<file path="config.mk">
export PLATFORM = sky130hd
export DESIGN_NAME = rvx_div
export DESIGN_NICKNAME = d
export VERILOG_FILES = /design/src/rvx_pkg.sv /design/src/rvx_div.sv
export SDC_FILE = /design/constraint.sdc
export NUM_CORES = 1
export LEC_CHECK = 0
export ABC_AREA = 1
export ABC_CLOCK_PERIOD_IN_PS = 3350
export BUFFER_PORTS_ARGS = -buffer_cell sky130_fd_sc_hd__clkbuf_2
export CAP_MARGIN = 20
export CORE_AREA = 2 2 151 109
export CTS_BUF_LIST = sky130_fd_sc_hd__clkbuf_8 sky130_fd_sc_hd__clkbuf_16
export CTS_CLUSTER_DIAMETER = 100
export DETAILED_ROUTE_END_ITERATION = 10
export DIE_AREA = 0 0 153 111
export PLACE_DENSITY = 0.66
export SLEW_MARGIN = 20
export SYNTH_ARGS = -nofsm -noshare
export SYNTH_HDL_FRONTEND = slang
export SYNTH_SLANG_ARGS = --single-unit
export TNS_END_PERCENT = 20
</file>
<file path="constraint.sdc">
create_clock -name clk_i -period 3.35 [get_ports clk_i]
set_clock_uncertainty 0.1 [all_clocks]
set_input_delay 0.67 -clock clk_i [delete_from_list [all_inputs] [get_ports clk_i]]
set_output_delay 0.67 -clock clk_i [all_outputs]
set_load 0.03 [all_outputs]
</file>
<file path="src/rvx_pkg.sv">
package rvx_pkg;

  localparam int unsigned XLEN = 32;

  // Major opcodes
  localparam logic [6:0] OP_REG    = 7'h33;
  localparam logic [6:0] OP_IMM    = 7'h13;
  localparam logic [6:0] OP_LOAD   = 7'h03;
  localparam logic [6:0] OP_JALR   = 7'h67;
  localparam logic [6:0] OP_STORE  = 7'h23;
  localparam logic [6:0] OP_BRANCH = 7'h63;
  localparam logic [6:0] OP_LUI    = 7'h37;
  localparam logic [6:0] OP_AUIPC  = 7'h17;
  localparam logic [6:0] OP_JAL    = 7'h6F;
  localparam logic [6:0] OP_SYSTEM = 7'h73;

  localparam logic [31:0] ECALL_WORD = 32'h0000_0073;
  localparam logic [31:0] SIGN_MIN   = 32'h8000_0000;

  // funct7 codes
  localparam logic [6:0] F7_BASE = 7'h00;
  localparam logic [6:0] F7_ALT  = 7'h20;
  localparam logic [6:0] F7_MULD = 7'h01;

  // ABI argument registers
  localparam logic [4:0] REG_A0 = 5'd10;
  localparam logic [4:0] REG_A1 = 5'd11;

  // Result status codes
  localparam logic [1:0] ST_EXECUTED = 2'd0;
  localparam logic [1:0] ST_ILLEGAL  = 2'd1;
  localparam logic [1:0] ST_ECALL    = 2'd2;

  // Divider handshake
  typedef struct packed {
    logic             start;
    logic [XLEN-1:0]  dividend;
    logic [XLEN-1:0]  divisor;
  } div_req_t;

  typedef struct packed {
    logic             done;
    logic [XLEN-1:0]  quot;
    logic [XLEN-1:0]  rem;
  } div_rsp_t;

endpackage

</file>
<file path="src/rvx_div.sv">
// Unsigned restoring divider, one quotient bit per cycle.
module rvx_div
  import rvx_pkg::*;
(
  input  logic     clk_i,
  input  logic     rst_ni,
  input  div_req_t req_i,
  output div_rsp_t rsp_o
);

  localparam int unsigned CW = $clog2(XLEN);

  logic            busy_q;
  logic            done_q;
  logic [CW-1:0]   cnt_q;
  logic [XLEN:0]   rem_q;
  logic [XLEN-1:0] quo_q;
  logic [XLEN-1:0] dvs_q;

  logic [XLEN:0]   rem_sh;
  logic [XLEN:0]   rem_sub;
  logic            fits;

  // one trial subtraction
  always_comb begin
    rem_sh  = {rem_q[XLEN-1:0], quo_q[XLEN-1]};
    rem_sub = rem_sh - {1'b0, dvs_q};
    fits    = (rem_sh >= {1'b0, dvs_q});
  end

  always_ff @(posedge clk_i or negedge rst_ni) begin
    if (!rst_ni) begin
      busy_q <= 1'b0;
      done_q <= 1'b0;
      cnt_q  <= '0;
    end else begin
      done_q <= 1'b0;
      if (req_i.start) begin
        busy_q <= 1'b1;
        cnt_q  <= '0;
      end else if (busy_q) begin
        cnt_q <= cnt_q + 1'b1;
        if (cnt_q == CW'(XLEN-1)) begin
          busy_q <= 1'b0;
          done_q <= 1'b1;
        end
      end
    end
  end

  // datapath
  always_ff @(posedge clk_i) begin
    if (req_i.start) begin
      rem_q <= '0;
      quo_q <= req_i.dividend;
      dvs_q <= req_i.divisor;
    end else if (busy_q) begin
      rem_q <= fits ? rem_sub : rem_sh;
      quo_q <= {quo_q[XLEN-2:0], fits};
    end
  end

  assign rsp_o.done = done_q;
  assign rsp_o.quot = quo_q;
  assign rsp_o.rem  = rem_q[XLEN-1:0];

endmodule

</file>
==> results of run 1 <==
-- worst reg2reg max path, cell delays in order, from the launching register on --
cell      delay (ns)
edfxtp_1        0.36
inv_1           0.07
ha_1            0.28
a21oi_1         0.23
nor2_1          0.08
nor3_2          0.23
nand3_4         0.13
nor2_8          0.49
nand2_8         0.29
nand2_1         0.16
nand3_1         0.10
o21ai_0         0.09
-- worst paths after layout --
path,end,slack (ns)
min,busy_q,0.02
max,rem_q[0],0.67
min reg2reg,rem_q[28],0.39
min in group clk_i,dvs_q[6],0.37
max in group asynchronous,cnt_q[4],2.95
max reg2reg,rem_q[0],0.67
-- placed cells by master, fill, tap and decap left out, types with 2 or more instances in the layout --
cell       synthesis  final
inv_2              7      8
nand2_4            2      2
nor2_1            35     34
inv_8              0      4
buf_4              5      6
nand3b_1          19     19
and3_1             2      2
o21bai_1           3      3
dfxtp_1           32     32
ha_1              34     34
nand2_2            8      8
nand3_2            2      2
clkinv_1           4      4
o21ai_1           16     16
edfxtp_1          64     64
nor3_1             8      8
nand4_1            4      4
a21oi_1           19     19
a31oi_1            2      2
clkbuf_16          0      9
clkbuf_2           0    130
and2_1             4      4
xnor2_1           13     13
nor2_2             7      8
nand3_1           78     78
dfrtp_1            7      7
o21ai_0            5      5
nand2_1          386    386
nor2_4             4      4
inv_1            169    168
-- flip-flops by register name, summed over array words and instances, names as in the netlist --
| name | count |
|---|---|
| quo_q | 32 |
| dvs_q | 32 |
| rem_q | 32 |
| busy_q | 1 |
| cnt_q | 5 |
| done_q | 1 |
-- per-stage QoR --
step / total power [mW] / cells / worst slack (ns)
after CTS: 5.86 / 1300 / 0.651
after floorplan: 4.03 / 965 / 0.931
after global routing: 6.30 / 1300 / 0.433
final: 5.83 / 1300 / 0.671
after global placement: 4.69 / 1284 / 0.741
after detailed placement: 4.71 / 1284 / 0.721
-- logic make-up after synthesis --
logic type | Yosys count | share of synthesized area
AOI/OAI and AO/OA | 46 | 0.0357
xor gates and xnor gates | 14 | 0.0179
adders and majority gates | 35 | 0.0651
buffers and inverters | 203 | 0.120
DFF | 103 | 0.400
and+or+nand+nor | 564 | 0.361
-- final cells by class --
cell class,count,area share
Clock buffer,9,0.0283
Clock inverter,7,0.0108
Inverter,180,0.0848
Multi-Input combinational cell,659,0.412
Sequential cell,103,0.344
Tap cell,205,0.0322
Timing Repair Buffer,137,0.0879
-- power breakdown --
group / switching, mW / total [mW] / internal, mW / leakage [nW]
Combinational: 2.01 / 2.98 / 0.976 / 3.20
Sequential: 0.165 / 1.74 / 1.57 / 1.02
Clock: 0.567 / 1.11 / 0.545 / 0.154
Total: 2.74 / 5.83 / 3.09 / 4.37
-- routing by layer --
metal	vias to the layer above	GRT usage	wire (µm)
met5	-	0	0
met1	2671	0.321	8980
met4	0	0.0457	169
li1	3246	-	-
met3	11	0.0590	1350
met2	179	0.302	6950
==> metrics.md, run 1 <==
| Metric | Value |
|---|---|
| R2r startpoint | dvs_q[30] |
| Final core occ | 0.506 |
| Via count | a little over 6000 |
| Synth top cells by count | 386 x nand2_1, 169 x inv_1, 78 x nand3_1, 64 x edfxtp_1, 35 x nor2_1 |
| Final instance area | 0.00797 mm² |
| Core ar. | 0.0158 mm² |
| CP max stage delay | ~0.49 ns |
| Cells along the critical path | inv_1, ha_1, a21oi_1, nor2_1, nor3_2, nand3_4, nor2_8, nand2_8, nand2_1, nand3_1, o21ai_0 |
| Clk_lat worst skew | 0.37 ns |
| Unrepaired setup endpoints after global routing | false |
| Slew HR | 0.530 |
| Synth top area cells | edfxtp_1 28%, nand2_1 21%, dfxtp_1 9.4% |
| Final period util | 0.800 |
| Post-synth EDFFs | between 60 and 70 |
| Cell variety after synth | 39 |
| Cts repair resizes | 0 |
| Iteration-0 DRC Markers | 438 |
| Setup TNS | 0 ns |
| Worst path buffer plus inverter count | 1 |
| Diode count | 0 |
| Finish-stage setup viols | 0 |
| Post-CTS Setup Repair Bufs | 0 |
| WL final | roughly 17000 µm |
| RePlAce Congestion | approximately 0.94 |
| Crit path from | dvs_q[30] |
| Area after DPL | roughly 0.0077 mm² |
| Final Net Count | 1192 |
| Residual DRC | 0 |
| Cells on worst reg2reg path | 11 |
| Die X | 153 µm |
| WL/cell | 13.4 µm |
| Die height | 111 µm |
| Final hold violation count | 0 |
| Critical Path End Type | flip-flop |
| Fillers | about 1600 |
| Synth top area share | 0.281 |
| Dpl hpwl | roughly 13000 µm |
| Buffers on Ports | between 100 and 150 |
| CTS tree | yes |
| Worst hold path class | in2async |
| Layout area overhead | 16.5% |
| Clk sinks | just over 100 |
| Power density cells | 732 mW/mm² |
| First-pass GRT wire length | 28800 µm |
| Critical Path AT | ~2.9 ns |
| Worst vdd ir | 0.327 mV |
| Yosys reg bits | just over 100 |
| Initial Util | 0.434 |
| CP delay by family, top | simple AND/OR/NAND/NOR gates |
| Critical path fanouts, max | 34 |
| Status | finished, final reports clean |
| Syn Area/Cell | 7.09 µm² |
| Syn nets | between 1000 and 1500 |
| Initial antenna violation count | 0 |
| Worst path slowest cell | nor2_8 |
| Largest net degree at the start of global routing | 42 |
| Top-Level Pins | approximately 130 |
| Pre-antenna DRT Iters | 5 |
| Cell with the most instances after synthesis | nand2_1 |
| Cell taking the most area after synthesis | edfxtp_1 |
| GRT Util Overall | 0.212 |
| Clock Tree Buf Depth | 2 |
| Hold_ws | 0.0178 ns |
| WP data required | 3.54 ns |
| Startpoint Class | flip-flop |
| Seq/Total Area, Yosys | 0.400 |
| Clock period minus worst slack | between 2 and 3 ns |
| Share of cells above drive strength 1 | 0.173 |
| Worst-path clk slew | about 0.09 ns |
| Cts hold-fix bufs | 0 |
| Root Buffer | clkbuf_16 |
| Slew @ Worst Pin | 0.701 ns |
| Syn Inst Count | between 900 and 1000 |
| Fmax achieved | 373 MHz |
| Reg area | between 0.002 and 0.003 mm² |
| Die area | roughly 0.017 mm² |
| Synthesized area | between 0.006 and 0.007 mm² |
| Post-synth ARST share | 0.0680 |
| DRT antenna net count | 0 |
| Levels on crit path | 11 |
| CTS Buf Count | 9 |
| Cell Rows | 39 |
| Syn. warnings | 0 |
| H-tree levels | 3 |
| Dominant synthesized flop cell | edfxtp_1 |
| Number of global-route vias before repair | 5642 |
| Grt ovf | 0 |
| Vias per cell | 4.70 |
| Leak | approximately 4.4 nW |
| Slew Limit Fails | 0 |
| Max-Cap Viols | 0 |
| WS Path Type | reg2reg |
| Multi-input logic area | 0.00329 mm² |
No activity file was read; power rests on OpenSTA's default activity.
==> run 2: changes to the inputs <==
Settings changed: ABC_AREA 1 to 0, ABC_CLOCK_PERIOD_IN_PS 3350 to 2600, CORE_AREA 2 2 151 109 to 2 2 141 102, DIE_AREA 0 0 153 111 to 0 0 143 104, PLACE_DENSITY 0.66 to 0.67.
Clock period 3.35 ns to 2.6 ns, I/O delays scaled along.
==> metrics.md, run 2 <==
| Metric | Value |
|---|---|
| Status | finished with violations |
| Failing checks | setup timing |
| Final Net Count | a little under 900 |
| M1 WL | 7750 µm |
| Diode count | 0 |
| Placed cell count | 946 |
| Fmax achieved | ~370 MHz |
| Commonest non-fill, non-tap cells in the layout | 130 x clkbuf_2, 92 x buf_4, 64 x edfxtp_1, 57 x nor2_1, 36 x inv_1 |
| Share of cells above drive strength 1 | 0.446 |
| Syn. warnings | 0 |
| Final instance area | 0.00818 mm² |
| Buffers on Ports | 131 |
| Worst-path clk slew | 0.07 ns |
| Worst vdd ir | around 0.37 mV |
| Synthesized area | 0.00594 mm² |
| Setup TNS | -0.981 ns |
| Iteration-0 DRC Markers | 380 |
| Dominant synthesized flop cell | edfxtp_1 |
| Synth top cells by count | 64 x edfxtp_1, 60 x nor2_1, 42 x inv_1, 34 x ha_1, 33 x nand2_1 |
| Grt ovf | 0 |
| Die height | 104 µm |
| Cell Rows | 36 |
| Worst path buffer plus inverter count | 5 |
| Critical path fanouts, max | 7 |
| Post-synth ARST share | 0.0680 |
| Via count | 5120 |
| Fin cells | 982 |
| Number of global-route vias before repair | roughly 5000 |
| Initial antenna violation count | 0 |
| Die area | 0.0149 mm² |
| Critical Path AT | 2.91 ns |
| Slew Limit Fails | 0 |
| Biggest regs | dvs_q (32), quo_q (32), rem_q (32) |
| Setup ws final | -0.129 ns |
| Top-Level Pins | 132 |
| Die X | approximately 140 µm |
| Initial Util | 0.438 |
| Fillers | 1132 |
| WL/cell | 16.1 µm |
| Most common cell after layout, fill and taps aside | clkbuf_2 |
| Most used cell, CP | buf_4 |
| CP delay by family, top | compound AO/OA/AOI/OAI gates |
| Clk_lat worst skew | 0.36 ns |
| Root Buffer | clkbuf_16 |
| Synth top area cells | edfxtp_1 32%, dfxtp_1 11%, ha_1 7.2% |
| Max-Cap Viols | 0 |
| Unrepaired setup endpoints after global routing | true |
| WS Path Type | reg2reg |
| Wire length on met3 | 769 µm |
| Vias per cell | 5.21 |
| CP max stage delay | 0.49 ns |
| Clock period minus worst slack | approximately 2.7 ns |
| Worst hold path class | in2reg |
| Worst path slowest cell | o31ai_4 |
| Final hold violation count | 0 |
| Startpoint Class | flip-flop |
| Clock Tree Buf Depth | 2 |
| Syn Area/Cell | around 10 µm² |
| GRT Util Overall | 0.212 |
| Highest metal used | met4 |
| Cell variety after synth | 53 |
| Layout area overhead | 37.8% |
| RePlAce Congestion | 0.888 |
| Slew @ Worst Pin | 0.584 ns |
| Power density cells | 495 mW/mm² |
| Synth top area share | 0.324 |
| Final period util | 1.05 |
| Seq/Total Area, Yosys | 0.461 |
| Cell taking the most area after synthesis | edfxtp_1 |
| Pwr Total | 4.05 mW |
| Syn nets | just under 700 |
| Largest net degree at the start of global routing | 45 |
| CTS Buf Count | 9 |
| CTS tree | yes |
| Finish-stage setup viols | 22 |
| WP data required | 2.78 ns |
| Clk sinks | roughly 100 |
| Wire length on met2 | between 7000 and 8000 µm |
| H-tree levels | 3 |
| First-pass GRT wire length | 25100 µm |
| Cells along the critical path | inv_2, ha_4, buf_4, buf_4, nand2_1, nor3_1, buf_4, a211oi_4, o31ai_4, buf_4, mux2_4, a211oi_2 |
| Pre-antenna DRT Iters | 5 |
| WL final | 15800 µm |
| Core ar. | 0.0136 mm² |
| Cell with the most instances after synthesis | edfxtp_1 |
| Residual DRC | 0 |
| R2r setup slk | -0.13 ns |
| DRT antenna net count | 0 |
| Yosys reg bits | 103 |
| Leak | roughly 3.7 nW |
| Critical Path End Type | flip-flop |
| Slew HR | 0.611 |
| Post-synth EDFFs | 64 |
| Syn Inst Count | 579 |
| Dpl hpwl | 11600 µm |
| Area after DPL | 0.00738 mm² |
run 2: cell types whose count changed after synthesis, sizes merged, moves of 11 or more:
cell / change
a211oi: +32
a21o: +11
clkbuf: +14
inv: -134
mux2: +33
mux2i: +28
nand2: -364
nand3: -68
nand3b: -19
nor2: +13
xor2: +16
run 2: path summary, 6_finish.rpt:
check | from | end | depth (start not counted)
setup / recovery | dvs_q[10] | rem_q[0] | 12
hold / removal | req_i[3] | dvs_q[3] | 1
setup reg to reg | dvs_q[10] | rem_q[0] | 12
hold reg to reg | rem_q[15] | rem_q[15] | 2
max in group asynchronous | rst_ni | busy_q | 2
min in group asynchronous | rst_ni | done_q | 2
run 2: cells by family (layout without fill, tap and decap cells):
kind of cell	count (synthesis)	count (layout)	synth area share
simple gates	145	145	0.110
flops	103	103	0.461
mux	61	61	0.110
xor+xnor	29	29	0.0428
fa+ha+maj	35	35	0.0750
buf+inv	77	290	0.0550
compound gates	129	129	0.146
run 2: what timing repair did:
action	4_1_cts	5_1_grt
setup buffers	8	12
gates cloned	1	0
endpoints found under the hold margin	7	0
hold buffers	1	0
gates resized for setup	26	41
pin swaps	36	35
endpoints found under the setup margin	32	33
run 2: area by class of cell:
cell class,count,area (µm²),area share
Sequential cell,103,2760,0.338
Timing Repair Buffer,232,1490,0.182
Clock buffer,9,225,0.0275
Multi-Input combinational cell,399,3240,0.396
Tap cell,190,238,0.0291
Inverter,42,158,0.0193
Clock inverter,7,71.3,0.00872
run 2: through the flow:
step                hold WS, ns  setup WS [ns]   util
floorplan                 0.124        -0.0374      -
global placement          0.262        -0.0876  0.545
detailed placement        0.274         -0.192  0.545
CTS                       0.221        -0.0979  0.585
global route              0.215         -0.242  0.603
finish                    0.230         -0.129  0.603
run 2: worst reg2reg max path, stage by stage, from the launching register on:
cell and delay [ns]:
edfxtp_1 0.35, inv_2 0.05, ha_4 0.28, buf_4 0.12, buf_4 0.11, nand2_1 0.05, nor3_1 0.19, buf_4 0.16
a211oi_4 0.07, o31ai_4 0.49, buf_4 0.21, mux2_4 0.30, a211oi_2 0.17
run 2: report_power, final:
group	switching (mW)	leakage [nW]	internal, mW
Clock	0.635	0.150	0.751
Sequential	0.0499	1.01	1.85
Combinational	0.427	2.51	0.337
run 2: per-layer routing:
metal | vias to the layer above | track usage
li1 | 2514 | -
met1 | 2462 | 0.314
met2 | 132 | 0.316
met3 | 12 | 0.0534
met4 | 0 | 0.0389
met5 | - | 0
==> run 3: changes to the inputs <==
Settings changed: ABC_AREA 0 to 1, CORE_AREA 2 2 141 102 to 2 2 151 109, DIE_AREA 0 0 143 104 to 0 0 153 111, PLACE_DENSITY 0.67 to 0.66.
==> metrics.md, run 3 (same netlist as run 1, synthesis figures left out) <==
| Metric | Value |
|---|---|
| Status | finished, final reports clean |
| Final Net Count | ~1200 |
| First-pass GRT wire length | 29400 µm |
| Cells along the critical path | inv_1, ha_1, nand2_1, inv_1, nand2_1, nand2_1, nand2_1, nand3_2, nand2_2, nand2_4, nand2_4, buf_12, nand3_1, nand3_1, o21ai_1 |
| WL/cell | 13.7 µm |
| Clock period minus worst slack | 2.40 ns |
| Die area | 0.0170 mm² |
| Final hold violation count | 0 |
| P_sw | around 3.6 mW |
| Worst hold path endpoint | dvs_q[18] |
| Vias per cell | 4.76 |
| H-tree levels | 3 |
| Iteration-0 DRC Markers | 461 |
| Biggest regs | dvs_q (32), quo_q (32), rem_q (32) |
| RePlAce Congestion | 0.964 |
| Die X | 153 µm |
| Max-Cap Viols | 0 |
| Part of the power in registers | 0.294 |
| Global routing usage on met2 | 0.310 |
| Leak | ~4.4 nW |
| Critical Path End Type | flip-flop |
| Comb power frac | 0.513 |
| CP delay by family, top | simple AND/OR/NAND/NOR gates |
| Slew Limit Fails | 0 |
| Core ar. | roughly 0.016 mm² |
| Power density cells | approximately 940 mW/mm² |
| Met3 Usage GRT | 0.0575 |
| WL final | about 18000 µm |
| Worst-path clk slew | 0.09 ns |
| Grt ovf | 0 |
| GRT Util Overall | 0.217 |
| CP max stage delay | ~0.37 ns |
| Commonest non-fill, non-tap cells in the layout | 385 x nand2_1, 168 x inv_1, 130 x clkbuf_2, 78 x nand3_1, 64 x edfxtp_1 |
| Setup TNS | 0 ns |
| Initial antenna violation count | 0 |
| Clk pwr share | 0.193 |
| Final period util | 0.924 |
| Root Buffer | clkbuf_16 |
| Worst hold path class | in2reg |
| Most common cell after layout, fill and taps aside | nand2_1 |
| Min-delay src | req_i[18] |
| Critical Path AT | around 2.6 ns |
| R2r startpoint | dvs_q[3] |
| Buffers on Ports | ~130 |
| Largest net degree at the start of global routing | 40 |
| Worst path slowest cell | edfxtp_1 |
| Number of global-route vias before repair | 5818 |
| Slew HR | 0.682 |
| Hold_ws | 0.214 ns |
| Top-Level Pins | 132 |
| DRT antenna net count | 0 |
| WP data required | 2.74 ns |
| CTS tree | yes |
| Worst vdd ir | 0.386 mV |
| Die height | 111 µm |
| Dpl hpwl | 13900 µm |
| Internal Power | 4.03 mW |
| GR peak layer | met1 |
| Cell Rows | 39 |
| Share of cells above drive strength 1 | 0.177 |
| Clk sinks | 103 |
| Finish-stage setup viols | 0 |
| Clock Tree Buf Depth | 2 |
| Layout area overhead | 17.7% |
| WS Path Type | reg2reg |
| Via count | 6217 |
| Initial Util | 0.434 |
| Clk_lat worst skew | 0.38 ns |
| CTS Buf Count | 9 |
| Fmax achieved | 416 MHz |
| Worst R2R End | rem_q[14] |
| R2r setup slk | 0.20 ns |
| Residual DRC | 0 |
| Met1 Usage GRT | 0.321 |
| Slew @ Worst Pin | 0.477 ns |
| Pre-antenna DRT Iters | 5 |
| Worst path buffer plus inverter count | 3 |
| Most used cell, CP | nand2_1 |
| Sw Share | 0.470 |
| Worst hold stages | 1 |
| Unrepaired setup endpoints after global routing | false |
| Fillers | around 1600 |
| Startpoint Class | flip-flop |
| Critical path fanouts, max | 19 |
| Cells on worst reg2reg path | 15 |
| Diode count | 0 |
[run 3: timing repair]
action                     CTS  global route
hold buffers                 1             0
hold endpoints to repair     7             0
setup buffers                0             0
gates resized for setup      0             2
setup endpoints to repair    0             3
[run 3: power groups by stage]
| stage | Sequential (mW) | Combinational, mW | Clock [mW] |
|---|---|---|---|
| after floorplan | 2.67 | 2.52 | 0 |
| after global placement | 2.26 | 3.84 | 0 |
| after detailed placement | 2.27 | 3.85 | 0 |
| after CTS | 2.24 | 3.87 | 1.50 |
| after global routing | 2.28 | 4.36 | 1.57 |
| final | 2.24 | 3.90 | 1.47 |
[run 3: layer usage]
metal	vias to the layer above	wire length (µm)
li1	3254	-
met1	2742	8990
met2	202	7120
met3	19	1500
met4	0	274
met5	-	0
[run 3: worst register-to-register path, stage by stage (launching register included)]
cell,delay [ns]
edfxtp_1,0.37
inv_1,0.09
ha_1,0.29
nand2_1,0.16
inv_1,0.05
nand2_1,0.08
nand2_1,0.06
nand2_1,0.07
nand3_2,0.14
nand2_2,0.13
nand2_4,0.06
nand2_4,0.22
buf_12,0.20
nand3_1,0.10
nand3_1,0.09
o21ai_1,0.07
[run 3: through the flow]
stage          cells  area, µm²  utilization  setup WS (ns)  power [mW]
5_1_grt         1305       8060        0.511         0.0179        8.21
4_1_cts         1305       8050        0.511          0.208        7.61
3_5_place_dp    1288       7710        0.489          0.230        6.12
6_report        1305       8060        0.511          0.198        7.61
3_3_place_gp    1288       7710        0.489          0.265        6.11
2_1_floorplan    965       6840            -          0.331        5.19
[run 3: how the worst max path moves through the flow]
stage,startpoint,end,slack (ns),cells past startpoint
2_1_floorplan,req_i[64],quo_q[0],0.33,3
3_3_place_gp,dvs_q[3],rem_q[27],0.26,17
3_5_place_dp,dvs_q[3],rem_q[14],0.23,15
4_1_cts,dvs_q[3],rem_q[14],0.21,15
5_1_grt,dvs_q[3],rem_q[12],0.02,15
6_report,dvs_q[3],rem_q[14],0.20,15
[run 3: final cells by class]
| cell class | count | area, µm² | area share |
|---|---|---|---|
| Sequential cell | 103 | 2740 | 0.340 |
| Inverter | 180 | 676 | 0.0839 |
| Timing Repair Buffer | 142 | 766 | 0.0951 |
| Tap cell | 205 | 256 | 0.0318 |
| Multi-Input combinational cell | 659 | 3290 | 0.409 |
| Clock inverter | 7 | 101 | 0.0126 |
| Clock buffer | 9 | 225 | 0.0280 |
